### config.mk
export PLATFORM = sky130hd
export DESIGN_NAME = lis_tally
export DESIGN_NICKNAME = d
export VERILOG_FILES = /design/src/lis_pkg.sv /design/src/lis_tally.sv
export SDC_FILE = /design/constraint.sdc
export NUM_CORES = 1
export LEC_CHECK = 0
export BUFFER_PORTS_ARGS = -buffer_cell sky130_fd_sc_hd__buf_2
export CAP_MARGIN = 20
export CORE_MARGIN = 2
export CORE_UTILIZATION = 30
export CTS_BUF_LIST = sky130_fd_sc_hd__clkbuf_2
export DETAILED_ROUTE_END_ITERATION = 16
export GPL_TIMING_DRIVEN = 0
export PLACE_DENSITY_LB_ADDON = 0.08
export SYNTH_ARGS = -nofsm -noshare
export SYNTH_HDL_FRONTEND = slang
export SYNTH_SLANG_ARGS = --single-unit
### constraint.sdc
create_clock -name clk_i -period 2.29 [get_ports clk_i]
set_input_delay 0.1145 -clock clk_i [delete_from_list [all_inputs] [get_ports clk_i]]
set_output_delay 0.1145 -clock clk_i [all_outputs]
set_load 0.005 [all_outputs]
### src/lis_pkg.sv
// Package for the patience-sort LIS stream: defaults and the control word passed along the cells.
`timescale 1ns / 1ps

package lis_pkg;

  localparam int unsigned MAX_TAILS_DEF  = 1024;
  localparam int unsigned VALUE_BITS_DEF = 32;

  // Control word that travels with each value down the chain.
  typedef struct packed {
    logic valid;
    logic first;
    logic last;
    logic placed;
    logic appended;
  } ctl_t;

endpackage

### src/lis_tally.sv
// End of chain: keeps tail count and overflow flag and holds the result register.
`timescale 1ns / 1ps

module lis_tally #(
  parameter int unsigned LenBits = 11
) (
  input  logic               clk_i,
  input  logic               rst_ni,
  input  logic               en_i,
  input  lis_pkg::ctl_t      ctl_i,
  output logic               out_valid_o,
  output logic [LenBits-1:0] lis_length_o,
  output logic               overflow_o,
  output logic               is_final_o
);

  logic               valid_q;
  logic [LenBits-1:0] cnt_q, cnt_d;
  logic               ov_q, ov_d;
  logic               final_q;

  always_comb begin
    cnt_d = (ctl_i.first ? '0 : cnt_q) + LenBits'(ctl_i.appended);
    ov_d  = (ctl_i.first ? 1'b0 : ov_q) | !ctl_i.placed;
  end

  always_ff @(posedge clk_i or negedge rst_ni) begin
    if (!rst_ni) begin
      valid_q <= 1'b0;
      cnt_q   <= '0;
      ov_q    <= 1'b0;
      final_q <= 1'b0;
    end else if (en_i) begin
      valid_q <= ctl_i.valid;
      if (ctl_i.valid) begin
        cnt_q   <= cnt_d;
        ov_q    <= ov_d;
        final_q <= ctl_i.last;
      end
    end
  end

  assign out_valid_o  = valid_q;
  assign lis_length_o = cnt_q;
  assign overflow_o   = ov_q;
  assign is_final_o   = final_q;

endmodule

# Yosys cells after proc, flatten, opt, wreduce, memory -nomap -nowiden
# Index checks and enable logic that the tools add are counted.
[op_classes] n_addsub=1 n_mux=2 bitwise_logic=1 reduce_logical=2
[op_table] operator="11-bit by 1-bit adder with 11-bit output" n=1
[op_table] operator="11-bit 2-to-1 mux" n=1
[op_table] operator="2-bit AND reduction" n=1
[op_table] operator="1-bit zero test" n=1
[op_table] operator="1-bit 2-to-1 mux" n=1
[op_table] operator="1-bit OR" n=1
[word_totals] reg_bits=14 input_bits=8 out_inout_bits=14

# Logic depth before layout (Yosys ltp)
[depth] depth_word=2 ltp_mapped=7 mapped_depth_nobuf=6

# Worst setup path before layout
# No wires, ideal clock.
[synth_timing] path_type="reg-to-reg" from="register cnt_q[0], in the netlist lis_length_o[0]" to="register cnt_q[10], in the netlist lis_length_o[10]" setup_time_ps=69 arrival_time_ps=1524 setup_slack_ps=697 stages_incl_launch_ff=7 path_buffers=0 synth_period_minus_slack_ps=1593 cell_sequence="dfrtp_1 -> nor2b_1 -> ha_1 -> ha_1 -> inv_1 -> or4_1 -> nand3_1"
[synth_between] elab_chain_cells=2
[synth_rtl] item="from (decl)" line_no="lis_tally.sv:18" source="logic [LenBits-1:0] cnt_q, cnt_d;"
[synth_rtl] item="from (signal assigned)" line_no="lis_tally.sv:36" source="cnt_q <= cnt_d;"
[synth_rtl] item="11-bit 2-to-1 mux" line_no="lis_tally.sv:23" source="cnt_d = (ctl_i.first ? '0 : cnt_q) + LenBits'(ctl_i.appended);"
[synth_rtl] item="11-bit by 1-bit adder with 11-bit output" line_no="lis_tally.sv:23"
# Every way passes these cells.
# A chain may end at the register's enable or synchronous reset.

# Worst setup path after layout
# Ends and elaborated chain as after synthesis.

==> flow_summary.toml <==
[run_status]
status = "finished, final reports clean"

[synth]
synth_seq_cells = 14
synth.top_cell.area_share = 0.438
synth_ff_type = "dfrtp_1"
yosys.area.top_type = "dfrtp_1"
ys_async_sr_fraction = 1.00
synth_area_leaders = "dfrtp_1 (44%), mux2_2 (5.6%), ha_1 (4.7%), nand2_1 (4.2%), o21ai_0 (3.8%)"
seq_area_frac_synth = 0.438
synth_most_common_cell = "dfrtp_1"
syn-num-nets = 90
synth_cell_types = 32
syn_inst = 79
syn_area_per_cell_sq_um = 10.1
ys_warn_count = 0
synth.top_cells.by_count = "dfrtp_1 (14), nand2_1 (9), o21ai_0 (6), mux2_2 (4)"
synth.cell_area_sq_um = 801
synth_edf_count = 0

[timing]
final.min_clock_period_ns = 1.74
worst_pin_slew_ns = 0.443
slew_violations = 0
fmax_mhz = 574
period_share = 0.761
setup_viol = 0
fin_skew_ns = 0.0122
final_hold_viol_count = 0
maxSlewHeadroom = 0.705
grt_setup_unrepaired = "no"
setup_tns_ns = 0

[detailed_routing]
vias = 703
post_drt_wl_per_cell_microns = 13.6
vias_per_cell = 5.17
firstDrtPassIters = 4
wirelength_microns = 1850
ant_nets = 0
drc_errors = 0
drtIter0Drc = 12

[critical_path]
crit_arrival_ns = 1.98
worstSetupEndpointType = "flip-flop"
required_ns = 2.52
critical_path.startpoint_type = "flip-flop"
path_class = "reg -> reg"
regToRegSetupSlack_ns = 0.55
critPathMaxFanout = 5

[clock_tree]
ctsLongestPathBuffers = 2
htreeDepth = 1
clk_pin_slew_ns = 0.15
cts-resized-gates = 0
clock_latency_ns = 0.28
cts_tree = "yes"
cts_made_buffers = 3
clkSinkCount = 14
cts_root_buf = "clkbuf_2"

[global_route]
grtUsageTotal = 0.131
grt_start_max_net_pins = 15
grt_pass1_wl_microns = 3210
grt_pass1_vias = 672
antenna_found_initial = 0
overflow = 0

[final_layout]
fill_cells = 264
fin_area_sq_um = 982
fin_nets = 118
drive_gt1_frac = 0.302
num_antenna_cells = 0
area_growth_syn_to_layout_pct = 22.7

[floorplan]
die_y_microns = 55.7
core_sq_mm = 0.00250
initial_core_util = 0.320
rows = 18
fp.dieW_microns = 55.7
io_pins = 22
die_area_sq_mm = 0.00310

[placed_design]
gp_congestion = 0.745
placed_cell_area_sq_um = 943
numPortBuffers = 21
dp_hpwl_microns = 1330

[pwr]
power_density_mw_per_mm2 = 551
leakagePower_uw = 0.000480
ir_drop_mv = 0.343

[job]
drv_cap = 0

[min_path]
min_path_type = "in -> reg"
-- power by group --
part | switching [uW] | internal, uW | total [uW]
logic | 54.0 | 61.7 | 116
registers | 28.0 | 276 | 304
clock network | 84.0 | 37.9 | 122
-- kinds of logic (layout without fill, tap and decap cells) --
kind of cell,count (synthesis),after routing,synth area share
DFF,14,14,0.438
and+or+nand+nor,31,31,0.223
AOI/OAI and AO/OA,18,18,0.164
muxes,6,6,0.0812
adders and majority gates,3,3,0.0469
buffers and inverters,7,34,0.0469
-- per-stage QoR --
stage          utilization  worst slack (ns)  std cells  total power, uW  hold WS (ns)
3_3_place_gp         0.377             0.365        130              424        0.0396
5_1_grt              0.393             0.416        136              586        0.0450
4_1_cts              0.393             0.537        136              553        0.0480
2_1_floorplan            -             0.697         79              366        -0.181
3_5_place_dp         0.377             0.378        130              424        0.0425
6_report             0.393             0.547        136              541        0.0615
-- critical path: stages (launching register included) --
cell and delay, ns:
dfrtp_1 0.38, nor2b_1 0.18, ha_1 0.17, ha_1 0.26, inv_1 0.11, or4_1 0.52, nand3_1 0.09
-- flip-flops by register name (all words and copies together), names as in the netlist --
| signal | count |
|---|---|
| out_valid_o | 1 |
| overflow_o | 1 |
| lis_length_o | 11 |
| is_final_o | 1 |
-- repair_timing --
action                                 4_1_cts  5_1_grt
hold buffers                                 2        0
setup buffers                                0        0
endpoints found under the hold margin       15        0
-- final cells by class --
cell class | instances | area [sq um] | area share
inverter | 4 | 15.0 | 0.0153
multi-input combinational | 58 | 413 | 0.420
buffer | 3 | 22.5 | 0.0229
tap | 30 | 37.5 | 0.0382
timing repair buffer | 23 | 125 | 0.127
sequential | 14 | 350 | 0.357
clock inverter | 1 | 3.75 | 0.00382
clock buffer | 3 | 15.0 | 0.0153
-- routing by layer --
metal	track usage	up-vias	part of all wire	routed length [microns]
li1	-	357	-	-
met1	0.180	333	0.49	909
met2	0.202	11	0.47	871
met3	0.0233	2	0.030	55
met4	0.0523	0	0.0054	10
met5	0	-	0	0
-- cells in the final DEF (no fill, tap or decap) --
master,n
dfrtp_1,14
nor2_1,2
nor3_1,1
o211a_1,1
clkbuf_1,1
nor2b_1,2
mux2_2,4
clkinv_1,1
nand4b_1,2
inv_2,1
or4_1,1
nand2_2,1
a211o_1,1
o311ai_1,3
and3b_1,2
nand4_1,2
and2b_1,1
or3_1,3
nand3_1,3
clkbuf_2,3
o311a_1,1
buf_4,1
buf_2,21
o21ai_0,6
nor4_1,1
nand4bb_1,1
dlygate4sd3_1,2
inv_1,3
o41ai_1,1
buf_6,1
mux2i_1,2
nand2_1,9
a221o_1,1
o211ai_1,3
o21ai_1,1
ha_1,3
-- final timing paths --
check	from	to	cells after the start
max	lis_length_o[0]	lis_length_o[10]	6
min	ctl_i[2]	is_final_o	2
max reg2reg	lis_length_o[0]	lis_length_o[10]	6
min reg2reg	is_final_o	is_final_o	1
max in group asynchronous	rst_ni	is_final_o	2
min in group asynchronous	rst_ni	out_valid_o	2
(Power assumes the default switching activity.)
