`config.mk`:
```
export PLATFORM = sky130hd
export DESIGN_NAME = lis_cell
export DESIGN_NICKNAME = d
export VERILOG_FILES = /design/src/lis_pkg.sv /design/src/lis_cell.sv
export SDC_FILE = /design/constraint.sdc
export NUM_CORES = 1
export LEC_CHECK = 0
export BUFFER_PORTS_ARGS = -buffer_cell sky130_fd_sc_hd__buf_2
export CAP_MARGIN = 20
export CORE_AREA = 8 8 108 80
export CTS_BUF_LIST = sky130_fd_sc_hd__clkbuf_16
export DETAILED_ROUTE_END_ITERATION = 8
export DIE_AREA = 0 0 116 88
export PLACE_DENSITY = 0.68
export SLEW_MARGIN = 20
export SYNTH_ARGS = -nofsm -noshare
export SYNTH_HDL_FRONTEND = slang
export SYNTH_SLANG_ARGS = --single-unit
export TNS_END_PERCENT = 1
```
`constraint.sdc`:
```
create_clock -name clk_i -period 4.4 [get_ports clk_i]
set_clock_uncertainty 0.1 [all_clocks]
set_input_delay 1.1 -clock clk_i [delete_from_list [all_inputs] [get_ports clk_i]]
set_output_delay 1.1 -clock clk_i [all_outputs]
set_load 0.01 [all_outputs]
```
`src/lis_pkg.sv`:
```
// Package for the patience-sort LIS stream: defaults and the control word passed along the cells.
`timescale 1ns / 1ps

package lis_pkg;

  localparam int unsigned MAX_TAILS_DEF  = 1024;
  localparam int unsigned VALUE_BITS_DEF = 32;

  // Control word that travels with each value down the chain.
  typedef struct packed {
    logic valid;
    logic first;
    logic last;
    logic placed;
    logic appended;
  } ctl_t;

endpackage

```
`src/lis_cell.sv`:
```
// One tail cell: holds a single tail and forwards the passing value to its neighbour.
`timescale 1ns / 1ps

module lis_cell #(
  parameter int unsigned ValueBits = lis_pkg::VALUE_BITS_DEF
) (
  input  logic                   clk_i,
  input  logic                   rst_ni,
  input  logic                   en_i,
  input  lis_pkg::ctl_t          ctl_i,
  input  logic [ValueBits-1:0]   key_i,
  output lis_pkg::ctl_t          ctl_o,
  output logic [ValueBits-1:0]   key_o
);

  logic                 full_q, full_d;
  logic [ValueBits-1:0] tail_q;
  logic [ValueBits-1:0] key_q;
  lis_pkg::ctl_t        ctl_q, ctl_d;
  logic                 own_valid;
  logic                 take;

  // A first item sweeps the store empty as it passes.
  assign own_valid = full_q && !ctl_i.first;
  assign take      = ctl_i.valid && !ctl_i.placed &&
                     (!own_valid || !($signed(tail_q) < $signed(key_i)));

  always_comb begin
    ctl_d          = ctl_i;
    ctl_d.placed   = ctl_i.placed | take;
    ctl_d.appended = ctl_i.appended | (take && !own_valid);
    full_d         = full_q;
    if (ctl_i.valid) begin
      full_d = take | own_valid;
    end
  end

  always_ff @(posedge clk_i or negedge rst_ni) begin
    if (!rst_ni) begin
      full_q <= 1'b0;
      ctl_q  <= '0;
    end else if (en_i) begin
      full_q <= full_d;
      ctl_q  <= ctl_d;
    end
  end

  always_ff @(posedge clk_i) begin
    if (en_i) begin
      key_q <= key_i;
      if (take) begin
        tail_q <= key_i;
      end
    end
  end

  assign ctl_o = ctl_q;
  assign key_o = key_q;

endmodule

```
# --- After elaboration in Yosys (flattened, before gate mapping) ---
# Cells that the tools add are included.
totals:
  regBits: 70
  rom_bits: 0
  memories: 0
  word_cells: 23
  input_bits: 40
  latchBits: 0
  mem_bits_rw: 0
classes:
  eq_ne: 0
  n_div: 0
  magnitude_cmp: 1
  n_bitwise: 3
  n_reduce_logical: 11
  shifts: 0
  multipliers: 0
  add_sub_neg: 0
  n_mux: 0
op_table:
  columns: ["cell", "count"]
  rows:
  - ["$lt 32x32->1", 1]
  - ["$logic_and 1x1->1", 4]
  - ["$logic_not 1->1", 4]
  - ["$reduce_and 2->1", 2]
  - ["$or 1x1->1", 3]
  - ["$logic_or 1x1->1", 1]

# --- Longest topological paths before layout ---
logic_depth:
  ltp_word: 7
  mapped_depth: 8

# --- Least setup slack after synthesis ---
# No wires, ideal clock.
synth_timing:
  path_kind: "input-to-reg"
  start: "input port key_i[31]"
  end: "register tail_q[0] (enable)"
  setup_slack_ps: -115
  setup_time_ps: 432
  path_buffers: 0
  t_arrival_ps: 3984
  stages: 8
  path_cell_list: "inv_1 > ha_1 > nand4_2 > nor4_2 > a221oi_1 > o211ai_2 > a211o_1 > a21oi_1"
synth_between:
  elab_chain_len: 5
synth_lines:
  columns: ["element", "line_no", "text"]
  rows:
  - ["from (decl)", "lis_cell.sv:11", "input logic [ValueBits-1:0] key_i,"]
  - ["$lt 32x32->1", "lis_cell.sv:26", "(!own_valid || !($signed(tail_q) < $signed(key_i)));"]
  - ["$logic_not 1->1", "lis_cell.sv:26", null]
  - ["$logic_or 1x1->1", "lis_cell.sv:26", null]
  - ["$logic_and 1x1->1", "lis_cell.sv:25", "assign take = ctl_i.valid && !ctl_i.placed &&"]
  - ["$reduce_and 2->1 (no line)", null, null]
  - ["to (signal assigned)", "lis_cell.sv:52", "tail_q <= key_i;"]
  - ["to (decl)", "lis_cell.sv:17", "logic [ValueBits-1:0] tail_q;"]
# Every way passes these cells.
# A chain may end at the register's enable or synchronous reset.

# --- Final worst setup path ---
layout_timing:
  start: "input port key_i[31]"
  end: "register tail_q[6] (enable)"
# Same word-level chain as after synthesis.

==> impl_metrics.xml <==
<?xml version="1.0" encoding="UTF-8"?>
<metrics>
  <group name="power_and_ir_drop">
    <metric name="power.share.sequential" unit="%">50.9</metric>
    <metric name="vdd_ir_drop_max" unit="mV">0.171</metric>
    <metric name="p_sw_share" unit="%">22.0</metric>
    <metric name="p_int" unit="µW">1200</metric>
    <metric name="power_frac_clock" unit="%">39.4</metric>
    <metric name="comb_power_share" unit="%">9.8</metric>
    <metric name="power.leakage" unit="µW">0.00168</metric>
    <metric name="power.total" unit="µW">1540</metric>
    <metric name="p_sw" unit="µW">339</metric>
    <metric name="cellPowerDensity" unit="mW/mm²">403</metric>
  </group>
  <group name="layout">
    <metric name="area_taken_by_multi_input_logic_gates" unit="µm²">848</metric>
    <metric name="final_core_utilization" unit="%">54.4</metric>
    <metric name="antennaDiodeCount" unit="">0</metric>
    <metric name="final_layout_size_suffix_gt1_share" unit="%">33.4</metric>
    <metric name="filler_cell_count" unit="">610</metric>
    <metric name="register_area" unit="mm²">0.00207</metric>
    <metric name="layout.cells.most_common_list" unit="">sky130_fd_sc_hd__buf_2 (76), sky130_fd_sc_hd__edfxtp_1 (64), sky130_fd_sc_hd__inv_1 (35), sky130_fd_sc_hd__ha_1 (31), sky130_fd_sc_hd__a21oi_1 (10)</metric>
    <metric name="syn_to_final_growth" unit="%">25.8</metric>
    <metric name="nets" unit="">361</metric>
    <metric name="fin_cells" unit="">391</metric>
    <metric name="most_common_cell_after_layout_fill_and_taps_aside" unit="">sky130_fd_sc_hd__buf_2</metric>
  </group>
  <group name="global_routing">
    <metric name="grt_usage" unit="%">12.5</metric>
    <metric name="grt_remaining_overflow" unit="">0</metric>
    <metric name="initial_antenna_violation_count" unit="">0</metric>
    <metric name="grt_pass1_vias" unit="">2037</metric>
    <metric name="grt_start_max_net_pins" unit="">42</metric>
    <metric name="grt_pass1_wl" unit="µm">9600</metric>
  </group>
  <group name="clock_tree">
    <metric name="clock-root-buffer" unit="">sky130_fd_sc_hd__clkbuf_16</metric>
    <metric name="post-cts-setup-buffer-count" unit="">0</metric>
    <metric name="worst_skew_late_latency" unit="ps">320</metric>
    <metric name="cts_tree" unit="">done</metric>
    <metric name="htree_num_levels" unit="">3</metric>
    <metric name="post_cts_hold_buffer_count" unit="">0</metric>
    <metric name="total_clock_buffers_created_by_cts" unit="">9</metric>
    <metric name="clock_sink_count" unit="">70</metric>
    <metric name="clk_pin_slew_worst_paths" unit="ps">50</metric>
    <metric name="cts_resized" unit="">0</metric>
    <metric name="max-clock-path-buffers" unit="">2</metric>
  </group>
  <group name="drt">
    <metric name="initialDrtViolationCount" unit="">69</metric>
    <metric name="first_pass_iters" unit="">4</metric>
    <metric name="remaining_drc_errors" unit="">0</metric>
    <metric name="routedLengthMet1" unit="µm">2680</metric>
    <metric name="routed_wl" unit="µm">5930</metric>
    <metric name="vias_per_cell" unit="">4.77</metric>
    <metric name="avgRoutedWirePerCell" unit="µm">15.2</metric>
    <metric name="drtAntennaViolNets" unit="">0</metric>
    <metric name="route.top_layer_used" unit="">met4</metric>
    <metric name="routed-wl-met3" unit="µm">492</metric>
    <metric name="routed_wire_length_on_met2" unit="µm">2740</metric>
    <metric name="routed-via-count" unit="">1866</metric>
  </group>
  <group name="place">
    <metric name="hpwl" unit="µm">4410</metric>
    <metric name="place_congestion" unit="">0.729</metric>
    <metric name="port-buffer-count" unit="">76</metric>
    <metric name="dpl.cell_count" unit="">377</metric>
  </group>
  <group name="sta">
    <metric name="timing.final.max_slew_violations" unit="">0</metric>
    <metric name="setup_violations" unit="">0</metric>
    <metric name="timing_worst_slew_pin_value" unit="ps">531</metric>
    <metric name="final_hold_viol_count" unit="">0</metric>
    <metric name="grt_setup_unrepaired" unit="">no</metric>
    <metric name="timing.fmax" unit="MHz">296</metric>
    <metric name="period_minus_slack" unit="ps">3380</metric>
    <metric name="fin_crit_sh" unit="%">76.9</metric>
    <metric name="max-slew-margin-rel" unit="%">64.6</metric>
    <metric name="holdWs" unit="ps">403</metric>
    <metric name="finalSetupTns" unit="ps">0</metric>
  </group>
  <group name="floorplanning">
    <metric name="floorplan.initialDensity" unit="%">43.2</metric>
    <metric name="std_cell_rows" unit="">26</metric>
    <metric name="die_w" unit="µm">116</metric>
    <metric name="fp.dieArea" unit="mm²">0.0102</metric>
    <metric name="top_level_ports" unit="">77</metric>
    <metric name="die_y" unit="µm">88</metric>
    <metric name="core" unit="mm²">0.00703</metric>
  </group>
  <group name="worst_hold_path">
    <metric name="min-delay-path-class" unit="">flop to flop</metric>
  </group>
  <group name="synthesis">
    <metric name="yosys_warnings" unit="">0</metric>
    <metric name="synth.distinct_cells" unit="">34</metric>
    <metric name="synth.net_count" unit="">273</metric>
    <metric name="syn_inst" unit="">202</metric>
    <metric name="seq_area_frac_synth" unit="%">68.2</metric>
    <metric name="synth.avg_cell_area" unit="µm²">15.0</metric>
    <metric name="synth_edf_count" unit="">64</metric>
    <metric name="ys_async_sr_fraction" unit="%">8.57</metric>
    <metric name="dominant_register_cell_in_the_synthesized_netlist" unit="">sky130_fd_sc_hd__edfxtp_1</metric>
    <metric name="ys_seq_elements" unit="">70</metric>
    <metric name="netlist_area" unit="mm²">0.00304</metric>
  </group>
  <group name="worst_setup_path">
    <metric name="cp_data_arrival_time" unit="ps">3310</metric>
    <metric name="setup.worst_path.class" unit="">input pin to flop</metric>
    <metric name="critical_path_required" unit="ps">4320</metric>
    <metric name="worstPathMaxFanout" unit="">20</metric>
    <metric name="ff2ff_setup_slack" unit="ps">1560</metric>
    <metric name="setup.worst_path.start_class" unit="">input pin</metric>
    <metric name="timing.critical_path.to_type" unit="">flop</metric>
  </group>
  <group name="run">
    <metric name="max_capacitance_violation_count" unit="">0</metric>
  </group>
  <group name="status">
    <metric name="outcome" unit="">finished, final reports clean</metric>
  </group>
</metrics>
==> cell families (layout without fill, tap and decap cells) <==
family / after synthesis / count (layout) / share of synthesized area [%]
mux: 2 / 2 / 0.742
buf+inv: 34 / 125 / 4.20
flops: 70 / 70 / 68.2
simple gates: 32 / 32 / 6.30
compound gates: 33 / 33 / 7.75
fa+ha+maj: 31 / 31 / 12.8
==> power by group through the flow <==
stage	clock network, µW	logic [µW]	registers (µW)
global route	645	170	786
detailed placement	0	153	795
finish	606	150	782
floorplan	0	57.8	812
global placement	0	151	794
CTS	623	155	783
==> worst max-delay path: stages <==
cell and delay, ps:
sky130_fd_sc_hd__buf_2 100, sky130_fd_sc_hd__inv_1 40, sky130_fd_sc_hd__ha_1 350, sky130_fd_sc_hd__nand4_2 160, sky130_fd_sc_hd__nor4_2 80, sky130_fd_sc_hd__a221oi_1 300, sky130_fd_sc_hd__o211ai_2 180, sky130_fd_sc_hd__a211o_1 330
sky130_fd_sc_hd__a21oi_4 410, sky130_fd_sc_hd__buf_12 240
==> synth_stat cells, types with 2 or more instances <==
library cell,n,area [µm²]
sky130_fd_sc_hd__o211ai_1,2,15.0
sky130_fd_sc_hd__nand3_1,2,10.0
sky130_fd_sc_hd__o21a_1,2,15.0
sky130_fd_sc_hd__nand2_1,9,33.8
sky130_fd_sc_hd__and4_1,2,17.5
sky130_fd_sc_hd__dfrtp_1,6,150
sky130_fd_sc_hd__nor2_1,8,30.0
sky130_fd_sc_hd__mux2_2,2,22.5
sky130_fd_sc_hd__nand4_1,2,12.5
sky130_fd_sc_hd__o21ai_0,5,25.0
sky130_fd_sc_hd__ha_1,31,388
sky130_fd_sc_hd__edfxtp_1,64,1920
sky130_fd_sc_hd__a31oi_1,2,12.5
sky130_fd_sc_hd__a211oi_1,2,15.0
sky130_fd_sc_hd__inv_1,33,124
sky130_fd_sc_hd__a21oi_1,11,55.1
sky130_fd_sc_hd__a211o_1,2,17.5
==> layer usage <==
layer,vias up,GRT usage [%]
li1,927,-
met1,883,14.3
met2,52,20.1
met3,4,6.61
met4,0,3.17
met5,-,0
==> sequential cells by signal, indices dropped and copies added (netlist names) <==
signal,cells
full_q,1
key_o,32
ctl_o,5
tail_q,32
==> path summary, 6_finish.rpt <==
path / start / end / depth (start not counted)
setup / recovery: key_i[31] / tail_q[6]$_DFFE_PP_ / 10
hold / removal: ctl_o[3]$_DFFE_PN0P_ / ctl_o[3]$_DFFE_PN0P_ / 1
setup reg to reg: tail_q[31]$_DFFE_PP_ / tail_q[6]$_DFFE_PP_ / 8
hold reg to reg: ctl_o[3]$_DFFE_PN0P_ / ctl_o[3]$_DFFE_PN0P_ / 1
max in group asynchronous: rst_ni / full_q$_DFFE_PN0P_ / 1
min in group asynchronous: rst_ni / ctl_o[0]$_DFFE_PN0P_ / 1
==> stage by stage <==
| stage | worst slack, ps | area, µm² |
|---|---|---|
| after floorplan | 595 | 3040 |
| after global placement | 730 | 3570 |
| after detailed placement | 642 | 3570 |
| after CTS | 987 | 3820 |
| after global routing | 822 | 3820 |
| final | 1020 | 3820 |
==> area by class of cell <==
cell class                      count  area share [%]
Sequential cell                    70            54.2
Timing Repair Buffer               78            10.7
Tap cell                           98            3.21
Multi-Input combinational cell     98            22.2
Clock buffer                        9            5.89
Inverter                           33            3.24
Clock inverter                      5           0.557
Note: power is estimated with default switching activity, not from simulation.
